--- src/hw/rtl/um_pkg.sv ---
// Shared constants and types for the universal machine execute core.
package um_pkg;

  localparam int WORD_W = 32;
  localparam int REG_N  = 8;
  localparam int RIDX_W = 3;
  localparam int ACT_W  = 4;
  localparam int OP_W   = 4;

  typedef logic [WORD_W-1:0] word_t;
  typedef logic [RIDX_W-1:0] ridx_t;
  typedef logic [ACT_W-1:0]  act_t;
  typedef logic [OP_W-1:0]   op_t;

  // Result action codes
  localparam act_t ACT_DONE  = 4'd0;
  localparam act_t ACT_OUT   = 4'd1;
  localparam act_t ACT_READ  = 4'd2;
  localparam act_t ACT_WRITE = 4'd3;
  localparam act_t ACT_MAP   = 4'd4;
  localparam act_t ACT_UNMAP = 4'd5;
  localparam act_t ACT_LOADP = 4'd6;
  localparam act_t ACT_HALT  = 4'd7;
  localparam act_t ACT_FAULT = 4'd8;

  // Command codes
  localparam logic CMD_EXEC  = 1'b0;
  localparam logic CMD_REPLY = 1'b1;

  // Opcodes
  localparam op_t OP_CMOV    = 4'd0;
  localparam op_t OP_SLOAD   = 4'd1;
  localparam op_t OP_SSTORE  = 4'd2;
  localparam op_t OP_ADD     = 4'd3;
  localparam op_t OP_MUL     = 4'd4;
  localparam op_t OP_DIV     = 4'd5;
  localparam op_t OP_NAND    = 4'd6;
  localparam op_t OP_HALT    = 4'd7;
  localparam op_t OP_MAP     = 4'd8;
  localparam op_t OP_UNMAP   = 4'd9;
  localparam op_t OP_OUTPUT  = 4'd10;
  localparam op_t OP_INPUT   = 4'd11;
  localparam op_t OP_LOADP   = 4'd12;
  localparam op_t OP_LOADIMM = 4'd13;

  // Instruction field layout
  localparam int OP_LSB        = 28;
  localparam int IMM_BITS      = 25;
  localparam int IMM_REG_SHIFT = 32 - 7;
  localparam int A_LSB         = 6;
  localparam int B_LSB         = 3;
  localparam int C_LSB         = 0;
  localparam int BYTE_W        = 8;
  localparam word_t BYTE_MAX   = 32'd255;

endpackage

--- src/hw/rtl/um_instruction_execute.sv ---
// Sequence: halt, fault, reply, load immediate and input go from accept straight to the result
// hand-off; register operations and memory requests pass through a register read step first,
// segment store and multiply take one more step, and divide waits on the bit-serial divider.
// One item at a time, and a stalled output holds the input.
// Reset: synchronous, clears halted, awaiting reply and the register valid bits,
// so every register reads as zero until written.
module um_instruction_execute (
  input  logic                             clk,
  input  logic                             rst,
  input  logic                             in_valid,
  output logic                             in_ready,
  input  logic                             command,
  input  logic [31:0]                      instr_word,
  input  logic [7:0]                       in_byte,
  input  logic                             in_eof,
  input  logic [31:0]                      reply_data,
  output logic                             out_valid,
  input  logic                             out_ready,
  output logic [um_pkg::ACT_W-1:0]         action,
  output logic [7:0]                       out_byte,
  output logic [31:0]                      seg_id,
  output logic [31:0]                      seg_offset,
  output logic [31:0]                      write_data,
  output logic [31:0]                      new_pc
);
  import um_pkg::*;

  typedef enum logic [2:0] {
    ST_IDLE,
    ST_READ,
    ST_READA,
    ST_MUL,
    ST_DIV,
    ST_FIN
  } state_t;

  state_t            state;
  logic              halted;
  logic              awaiting;
  ridx_t             pending_dest;
  logic [REG_N-1:0]  reg_vld;

  // Latched item fields
  op_t               op_lat;
  ridx_t             a_lat;
  ridx_t             b_lat;
  ridx_t             c_lat;
  word_t             rb_lat;
  word_t             rc_lat;
  word_t             prod;

  // Pending result
  act_t              res_action;
  logic [BYTE_W-1:0] res_byte;
  word_t             res_seg;
  word_t             res_off;
  word_t             res_wd;
  word_t             res_pc;

  // Register file port signals
  logic              wr_en;
  ridx_t             wr_addr;
  word_t             wr_data;
  ridx_t             rd_addr0;
  ridx_t             rd_addr1;
  word_t             q0;
  word_t             q1;
  word_t             rb_now;
  word_t             rc_now;
  word_t             ra_now;

  logic              accept;
  op_t               in_op;
  logic              div_start;
  logic              div_done;
  word_t             div_quo;

  assign in_ready = (state == ST_IDLE);
  assign accept   = in_valid && in_ready;
  assign in_op    = instr_word[OP_LSB +: OP_W];

  // Unwritten registers read as zero
  assign rb_now = reg_vld[b_lat] ? q0 : '0;
  assign rc_now = reg_vld[c_lat] ? q1 : '0;
  assign ra_now = reg_vld[a_lat] ? q0 : '0;

  assign div_start = (state == ST_READ) && (op_lat == OP_DIV) && (rc_now != '0);

  // Register file read addresses
  always_comb begin
    rd_addr0 = instr_word[B_LSB +: RIDX_W];
    rd_addr1 = instr_word[C_LSB +: RIDX_W];
    if (state == ST_READ) begin
      rd_addr0 = a_lat;
    end
  end

  // Register file write selection
  always_comb begin
    wr_en   = 1'b0;
    wr_addr = a_lat;
    wr_data = '0;
    case (state)
      ST_IDLE: begin
        if (accept && !halted) begin
          if (command == CMD_REPLY) begin
            wr_en   = awaiting;
            wr_addr = pending_dest;
            wr_data = reply_data;
          end else if (!awaiting) begin
            if (in_op == OP_LOADIMM) begin
              wr_en   = 1'b1;
              wr_addr = instr_word[IMM_REG_SHIFT +: RIDX_W];
              wr_data = {{(WORD_W-IMM_BITS){1'b0}}, instr_word[IMM_BITS-1:0]};
            end else if (in_op == OP_INPUT) begin
              wr_en   = 1'b1;
              wr_addr = instr_word[C_LSB +: RIDX_W];
              wr_data = in_eof ? '1 : {{(WORD_W-BYTE_W){1'b0}}, in_byte};
            end
          end
        end
      end
      ST_READ: begin
        case (op_lat)
          OP_CMOV: begin
            wr_en   = (rc_now != '0);
            wr_data = rb_now;
          end
          OP_ADD: begin
            wr_en   = 1'b1;
            wr_data = rb_now + rc_now;
          end
          OP_NAND: begin
            wr_en   = 1'b1;
            wr_data = ~(rb_now & rc_now);
          end
          default: wr_en = 1'b0;
        endcase
      end
      ST_MUL: begin
        wr_en   = 1'b1;
        wr_data = prod;
      end
      ST_DIV: begin
        wr_en   = div_done;
        wr_data = div_quo;
      end
      default: wr_en = 1'b0;
    endcase
  end

  // Two register file copies give two read ports
  um_ram #(.WIDTH(WORD_W), .DEPTH(REG_N)) u_rf0 (
    .clk   (clk),
    .we    (wr_en),
    .waddr (wr_addr),
    .wdata (wr_data),
    .raddr (rd_addr0),
    .rdata (q0)
  );

  um_ram #(.WIDTH(WORD_W), .DEPTH(REG_N)) u_rf1 (
    .clk   (clk),
    .we    (wr_en),
    .waddr (wr_addr),
    .wdata (wr_data),
    .raddr (rd_addr1),
    .rdata (q1)
  );

  um_div u_div (
    .clk      (clk),
    .rst      (rst),
    .start    (div_start),
    .dividend (rb_now),
    .divisor  (rc_now),
    .done     (div_done),
    .quotient (div_quo)
  );

  // Sequencer, machine state and output register
  always_ff @(posedge clk) begin
    if (rst) begin
      state        <= ST_IDLE;
      halted       <= 1'b0;
      awaiting     <= 1'b0;
      pending_dest <= '0;
      reg_vld      <= '0;
      out_valid    <= 1'b0;
    end else begin
      if (wr_en) begin
        reg_vld[wr_addr] <= 1'b1;
      end
      // Beat taken; the hand-off step refills it itself
      if (out_valid && out_ready && state != ST_FIN) begin
        out_valid <= 1'b0;
      end

      case (state)
        ST_IDLE: begin
          if (accept) begin
            op_lat     <= in_op;
            a_lat      <= instr_word[A_LSB +: RIDX_W];
            b_lat      <= instr_word[B_LSB +: RIDX_W];
            c_lat      <= instr_word[C_LSB +: RIDX_W];
            res_action <= ACT_DONE;
            res_byte   <= '0;
            res_seg    <= '0;
            res_off    <= '0;
            res_wd     <= '0;
            res_pc     <= '0;
            state      <= ST_FIN;
            if (halted) begin
              res_action <= ACT_HALT;
            end else if (command == CMD_REPLY) begin
              awaiting <= 1'b0;
            end else if (awaiting) begin
              res_action <= ACT_FAULT;
            end else begin
              case (in_op) inside
                OP_LOADIMM, OP_INPUT: res_action <= ACT_DONE;
                OP_HALT: begin
                  halted     <= 1'b1;
                  res_action <= ACT_HALT;
                end
                [OP_CMOV:OP_NAND], [OP_MAP:OP_LOADP]: state <= ST_READ;
                default: res_action <= ACT_FAULT;
              endcase
            end
          end
        end

        ST_READ: begin
          rb_lat <= rb_now;
          rc_lat <= rc_now;
          prod   <= WORD_W'(rb_now * rc_now);
          state  <= ST_FIN;
          case (op_lat)
            OP_SLOAD: begin
              res_action   <= ACT_READ;
              res_seg      <= rb_now;
              res_off      <= rc_now;
              pending_dest <= a_lat;
              awaiting     <= 1'b1;
            end
            OP_SSTORE: state <= ST_READA;
            OP_MUL:    state <= ST_MUL;
            OP_DIV: begin
              if (rc_now == '0) begin
                res_action <= ACT_FAULT;
              end else begin
                state <= ST_DIV;
              end
            end
            OP_MAP: begin
              res_action   <= ACT_MAP;
              res_wd       <= rc_now;
              pending_dest <= b_lat;
              awaiting     <= 1'b1;
            end
            OP_UNMAP: begin
              if (rc_now == '0) begin
                res_action <= ACT_FAULT;
              end else begin
                res_action <= ACT_UNMAP;
                res_seg    <= rc_now;
              end
            end
            OP_OUTPUT: begin
              if (rc_now > BYTE_MAX) begin
                res_action <= ACT_FAULT;
              end else begin
                res_action <= ACT_OUT;
                res_byte   <= rc_now[BYTE_W-1:0];
              end
            end
            OP_LOADP: begin
              res_action <= ACT_LOADP;
              res_seg    <= rb_now;
              res_pc     <= rc_now;
            end
            default: res_action <= ACT_DONE;
          endcase
        end

        ST_READA: begin
          res_action <= ACT_WRITE;
          res_seg    <= ra_now;
          res_off    <= rb_lat;
          res_wd     <= rc_lat;
          state      <= ST_FIN;
        end

        ST_MUL: state <= ST_FIN;

        ST_DIV: begin
          if (div_done) begin
            state <= ST_FIN;
          end
        end

        ST_FIN: begin
          // Hand the result to the output register once it is free
          if (!out_valid || out_ready) begin
            out_valid  <= 1'b1;
            action     <= res_action;
            out_byte   <= res_byte;
            seg_id     <= res_seg;
            seg_offset <= res_off;
            write_data <= res_wd;
            new_pc     <= res_pc;
            state      <= ST_IDLE;
          end
        end

        default: state <= ST_IDLE;
      endcase
    end
  end

  // Once halted, the core stays halted until reset
  a_halt_sticky: assert property (@(posedge clk) disable iff (rst)
    halted |=> halted)
    else $error("halted flag cleared without reset");

  // A halted core answers every beat with halt
  a_halt_answer: assert property (@(posedge clk) disable iff (rst)
    (accept && halted) |=> (state == ST_FIN && res_action == ACT_HALT))
    else $error("halted core did not answer halt");

  // An instruction while a reply is pending is a fault
  a_busy_fault: assert property (@(posedge clk) disable iff (rst)
    (accept && !halted && awaiting && command == CMD_EXEC)
      |=> (state == ST_FIN && res_action == ACT_FAULT))
    else $error("instruction during pending reply not faulted");

  // The divider is never started with a zero divisor
  a_div_nonzero: assert property (@(posedge clk) disable iff (rst)
    div_start |-> (rc_now != '0 && op_lat == OP_DIV))
    else $error("divider started with zero divisor");

endmodule

--- src/hw/rtl/um_ram.sv ---
// Generic single-write, single-read RAM with registered read data.
module um_ram #(
  parameter int WIDTH = 32,
  parameter int DEPTH = 8
) (
  input  logic                     clk,
  input  logic                     we,
  input  logic [$clog2(DEPTH)-1:0] waddr,
  input  logic [WIDTH-1:0]         wdata,
  input  logic [$clog2(DEPTH)-1:0] raddr,
  output logic [WIDTH-1:0]         rdata
);

  logic [WIDTH-1:0] mem [DEPTH];

  // Write port and registered read port
  always_ff @(posedge clk) begin
    if (we) begin
      mem[waddr] <= wdata;
    end
    rdata <= mem[raddr];
  end

endmodule

--- src/hw/rtl/um_div.sv ---
// Restoring divider, one quotient bit per cycle.
module um_div (
  input  logic          clk,
  input  logic          rst,
  input  logic          start,
  input  um_pkg::word_t dividend,
  input  um_pkg::word_t divisor,
  output logic          done,
  output um_pkg::word_t quotient
);
  import um_pkg::*;

  localparam int CNT_W = $clog2(WORD_W);

  logic             busy;
  logic [CNT_W-1:0] cnt;
  word_t            rem;
  word_t            dsr;
  logic [WORD_W:0]  shifted;
  logic [WORD_W:0]  diff;

  // Trial subtract of the shifted remainder
  always_comb begin
    shifted = {rem, quotient[WORD_W-1]};
    diff    = shifted - {1'b0, dsr};
  end

  always_ff @(posedge clk) begin
    if (rst) begin
      busy <= 1'b0;
      done <= 1'b0;
      cnt  <= '0;
    end else begin
      // Pulse once the last quotient bit is in
      done <= !start && busy && (cnt == CNT_W'(WORD_W - 1));
      if (start) begin
        busy     <= 1'b1;
        cnt      <= '0;
        rem      <= '0;
        dsr      <= divisor;
        quotient <= dividend;
      end else if (busy) begin
        rem      <= diff[WORD_W] ? shifted[WORD_W-1:0] : diff[WORD_W-1:0];
        quotient <= {quotient[WORD_W-2:0], ~diff[WORD_W]};
        cnt      <= cnt + 1'b1;
        if (cnt == CNT_W'(WORD_W - 1)) begin
          busy <= 1'b0;
        end
      end
    end
  end

endmodule
--- config.mk ---
export PLATFORM = sky130hd
export DESIGN_NAME = um_instruction_execute
export DESIGN_NICKNAME = d
export VERILOG_FILES = /design/src/hw/rtl/um_pkg.sv /design/src/hw/rtl/um_instruction_execute.sv /design/src/hw/rtl/um_ram.sv /design/src/hw/rtl/um_div.sv
export SDC_FILE = /design/constraint.sdc
export NUM_CORES = 2
export LEC_CHECK = 0
export ABC_AREA = 1
export BUFFER_PORTS_ARGS = -buffer_cell sky130_fd_sc_hd__buf_2
export CAP_MARGIN = 20
export CORE_MARGIN = 2
export CORE_UTILIZATION = 31
export CTS_CLUSTER_DIAMETER = 150
export CTS_CLUSTER_SIZE = 30
export DETAILED_ROUTE_END_ITERATION = 12
export HOLD_SLACK_MARGIN = 0.06
export SKIP_LAST_GASP = 1
export SLEW_MARGIN = 20
export SYNTH_ARGS = -nofsm -noshare
export SYNTH_HDL_FRONTEND = slang
export SYNTH_SLANG_ARGS = --single-unit
--- constraint.sdc ---
create_clock -name clk -period 21.8 [get_ports clk]
set_input_delay 4.36 -clock clk [delete_from_list [all_inputs] [get_ports clk]]
set_output_delay 4.36 -clock clk [all_outputs]
set_load 0.005 [all_outputs]
* Yosys cells after proc, flatten, opt, wreduce, memory -nomap -nowiden
Memories as Yosys holds them, arrays and structs flattened. A register that Yosys moved wholly into a read port is not among the register bits. Cells that the tools add are included.
Word-level totals: logic and storage cells 227, memory bits (read-only) 0, flip-flop bits (word level) 509, memories kept 2, input port bits 78, latch bits 0, bits in writable memories 512, output and inout bits 142
Memory list:
- u_rf0.mem | words 8, width 32, read ports 1, clocked after Yosys merged registers in 1, wr ports 1, RTL line um_ram.sv:14 | logic [WIDTH-1:0] mem [DEPTH];
- u_rf1.mem | words 8, width 32, read ports 1, clocked after Yosys merged registers in 1, wr ports 1, RTL line um_ram.sv:14
Cells by class: reductions and logical operators 46, shifts and indexed selects 0, divide/modulo/power cells 0, $mul 1, bitwise operators 5, add/subtract/negate cells 3, $lt $le $gt $ge 10, eq/ne operators 35, muxes and demuxes 94
Operators with widths (number):
- 32-bit 2-to-1 mux | 18
- 32-bit case mux with 3 select lines | 4
- 32-bit case mux with 2 select lines | 2
- 32-bit case mux with 4 select lines | 1
- 3-bit 2-to-1 mux | 16
- 4-bit 2-to-1 mux | 10
- 33-bit by 32-bit subtractor with 33-bit output | 1
- 32-bit adder | 1
- 32-bit AND | 1
- 32-bit by 8-bit greater-than comparator with 1-bit output, second input constant | 1
- 32-bit logical NOT | 1
- 32-bit by 32-bit multiplier with 32-bit output | 1
- 32-bit NOT | 1
- 32-bit nonzero test | 1
- 4-bit case mux with 7 select lines | 1
- 1-bit 2-to-1 mux | 27
- 4-bit == test, second input constant | 6
- 8-bit 2-to-1 mux | 3
- 5-bit AND reduction | 4
- 4-bit by 3-bit == test with 1-bit output, second input constant | 4
- 3-bit by 4-bit < comparator with 1-bit output, second input constant | 4
- 8-bit case mux with 2 select lines | 1
- 2-bit OR reduction | 8
- 3-bit case mux with 5 select lines | 1
- 35 further kinds | 76

* Depth between registers and ports, before layout
word-level depth 12, mapped depth 38, depth with buffers taken out 37

* By module
From an unflattened synthesis, not the netlist that was laid out.
Second synthesis, totals: cells, all modules 6891, area, all modules 64561.9 µm²
Modules (own cells, without submodules):
- um_instruction_execute | seq. area each 12021.5 µm², cells an instance 3623, area each 33883.7 µm², times used 1
- um_ram | seq. area each 8328.0 µm², cells an instance 1156, area each 11872.6 µm², times used 2
- um_div | seq. area each 3022.9 µm², cells an instance 956, area each 6932.9 µm², times used 1

* Worst setup path after synthesis
Ideal clock, no wire load.
kind input -> register, start input port rst, end register action[0] (netlist name), enable pin, data required time 20.818 ns, setup time 0.982 ns, stages on the path 2, data arrival time 17.870 ns, path slack 2.948 ns, buffers on the path 1, cell sequence clkbuf_1 nor4_1
Between the ends: cells in the longest elaborated chain, start to end 2
Ends and longest elaborated chain:
- from (decl) | RTL line um_instruction_execute.sv:9 | input logic rst,
- 1-bit NOT (no line)
- 3-bit AND reduction (no line)
- to (signal assigned) | RTL line um_instruction_execute.sv:306 | action <= res_action;
- to (decl) | RTL line um_instruction_execute.sv:19 | output logic [um_pkg::ACT_W-1:0] action,
Every way passes these cells. A chain may end at the register's enable or synchronous reset.

* Worst setup path after layout
start register c_lat[0], end register prod[30] (data pin)
Between the ends: cells in the longest elaborated chain, start to end 4
Ends and longest elaborated chain:
- from (decl) | RTL line um_instruction_execute.sv:47 | ridx_t c_lat;
- from (signal assigned) | RTL line um_instruction_execute.sv:205 | c_lat <= instr_word[C_LSB +: RIDX_W];
- 1-bit binary-select mux with 3-bit select | RTL line um_instruction_execute.sv:84 | assign rc_now = reg_vld[c_lat] ? q1 : '0;
- 1-bit 2-to-1 mux (not written as such) | RTL line um_instruction_execute.sv:84
- 32-bit 2-to-1 mux | RTL line um_instruction_execute.sv:84
- named net rc_now[2] | RTL line um_instruction_execute.sv:69 | word_t rc_now;
- 32-bit by 32-bit multiplier with 32-bit output | RTL line um_instruction_execute.sv:236 | prod <= WORD_W'(rb_now * rc_now);
- to (signal assigned) | RTL line um_instruction_execute.sv:236
- to (decl) | RTL line um_instruction_execute.sv:50 | word_t prod;
The timed path passes the listed nets, and every way through them passes these cells. The select of a mux whose other input is x is not followed.

==> flow_summary.yaml <==
clock_network:
  cts_tree: "built"
  cts_resized: 0
  cts_sinks: 829
  root_buffer: "clkbuf_16"
  cts_buffers: 35
  clkLatencyLatePin_ns: 0.66
  cts_buffer_depth: 3
  cts_max_level: 2
  hold_buffers: 0
  post_cts_buffers: 0
  clk_pin_slew_ns: 0.12
grt:
  gr-usage-met1_pct: 27.7
  grt_most_used_layer: "met2"
  grt_pass1_wl_mm: 272
  grt_overflow: 0
  grt_max_degree: 106
  grt_use_met3_pct: 4.59
  antenna_found_initial: 8
  grt_pass1_vias: 40000
  grt_use_total_pct: 21.2
  gr-usage-met2_pct: 33.2
critical_path:
  cpPeakStageDelay_ns: 0.69
  worstSetupPathType: "reg -> reg"
  critPathMaxFanout: 26
  rrSetupSlack_ns: 12.59
  worstSetupEndpointType: "flip-flop"
  arrival_ns: 9.61
  critPathLaunchType: "flip-flop"
  cpMostUsedCell: "fa_1"
  reg2regPathDepth: 29
  slowest_stage: "nand2_4"
  worst-endpoint-required_ns: 22.20
logic_synthesis:
  synth_top_area_share_pct: 41.7
  synth_top_area_cell: "edfxtp_1"
  yosys_warnings: 0
  syn_area_um2: 53300
  synth_ff_type: "edfxtp_1"
  ys_types: 68
  synth_cells: 5429
  synth-seq-cells: 829
  ys_top_cells_by_area: "edfxtp_1 (42%), fa_1 (15%), inv_1 (6.2%)"
  ys_seq_area_share_pct: 45.0
  synth_edf_count: 741
  syn-mean-instance-area_um2: 9.82
  synth_nets: 6106
  synth_async_sr_flop_share_pct: 0
floorplan:
  rows: 152
  die_area_um2: 175000
  die_x_um: 419
  die_h_um: 419
  initial_core_util_pct: 31.2
  io-pin-count: 220
  core_area_um2: 171000
timing:
  finalHoldViolations: 0
  rsz0062_at_grt: "false"
  finalCriticalPeriod_ns: 9.21
  setup_violations: 0
  max_freq_ghz: 0.109
  worst_pin_slew_ns: 1.11
  slew_violations: 0
  fin_crit_sh_pct: 42.3
  tns_ns: 0
  max_slew_margin_pct: 25.7
  skew_ns: 0.0438
hold_path:
  hp-class: "reg -> reg"
  holdPathStages: 0
status:
  status: "finished, final reports clean"
routing:
  first_iter_violations: 4399
  wl_per_cell_um: 24.3
  viasPerCell: 5.27
  drc: 0
  vias: 41000
  routed_wl_mm: 189
  antenna_left: 0
  firstDrtPassIters: 6
cells_and_area:
  fin_area_um2: 58000
  largest_register: "u_rf1.mem"
  drive_gt1_share_pct: 9.10
  layout_common_cells: "inv_1 (871), nand2_1 (819), edfxtp_1 (741), nor2_1 (515), fa_1 (410)"
  nets: 6194
  syn_to_final_growth_pct: 8.81
  largest_register_ffs: 224
  layout_commonest_cell: "inv_1"
placed_design:
  portBuffers: 219
  gp_congestion: 1.02
  dp_hpwl_mm: 139
  placed_area_um2: 56800
pwr:
  power.density_nw_per_um2: 114
  ir_worst_vdd_uv: 107
  p_leak_uw: 0.0241
job:
  drv_cap: 0
## metal layers
layer	part of all wire, %	wire length [um]	vias to the layer above
met2	45	84400	2203
li1	-	-	18100
met4	5.5	10300	2
met5	0.0069	13	-
met3	10	19200	376
met1	40	75300	20300
## worst max-delay path: cells and delay by family (launching register included)
kind | cells | cell delay (ns)
adders and majority gates | 9 | 4.28
DFF | 1 | 0.47
and+or+nand+nor | 10 | 2.53
xor gates and xnor gates | 1 | 0.15
AOI/OAI and AO/OA | 3 | 0.38
buffers and inverters | 6 | 1.07
## cells by family after synthesis
family	after synthesis	synth area share, %
compound gates	1063	11.4
xor+xnor	88	1.47
fa+ha+maj	599	19.8
buf+inv	1165	8.53
flops	829	45.0
simple gates	1685	13.7
## Yosys cell counts (all sizes together) (68+ instances only)
cell type  count
nand2        830
nor2         563
nand3        198
edfxtp       741
o211ai        68
fa           410
clkbuf       204
inv          900
dfxtp         88
a31oi         77
a21oi        353
o21ai        403
ha           189
## report_power, final
| group | leakage [uW] | switching, uW | internal [uW] | total, uW |
|---|---|---|---|---|
| Clock | 0.000531 | 509 | 334 | 844 |
| Combinational | 0.0159 | 2450 | 1130 | 3580 |
| Sequential | 0.00759 | 111 | 2080 | 2190 |
## area by class of cell
cell class              instances  area (um2)
inverters                     918        3460
multi-input cells            3435       24900
diodes                          6        15.0
clock buffers                  52        1000
fillers                     17300      113000
well taps                    2233        2790
repair buffers                298        1720
flip-flops and latches        829       24000
clock inverters                 7         105
## worst paths after layout
check | from | end
hold / removal | res_off[9] | seg_offset[9]
setup reg to reg | c_lat[0] | prod[30]
hold reg to reg | res_off[9] | seg_offset[9]
setup / recovery | c_lat[0] | prod[30]
## per-stage QoR
step	hold slack (ns)	util (%)	setup WS, ns	total power (uW)	instances
detailed placement	0.405	33.2	12.71	5680	7711
finish	0.420	33.9	12.59	6610	7778
global route	0.430	33.9	12.12	6980	7777
floorplan	0.400	-	2.95	4350	5429
global placement	0.402	33.2	12.66	5670	7710
CTS	0.425	33.9	12.65	6560	7770
Power figures use the tool's default switching activity.
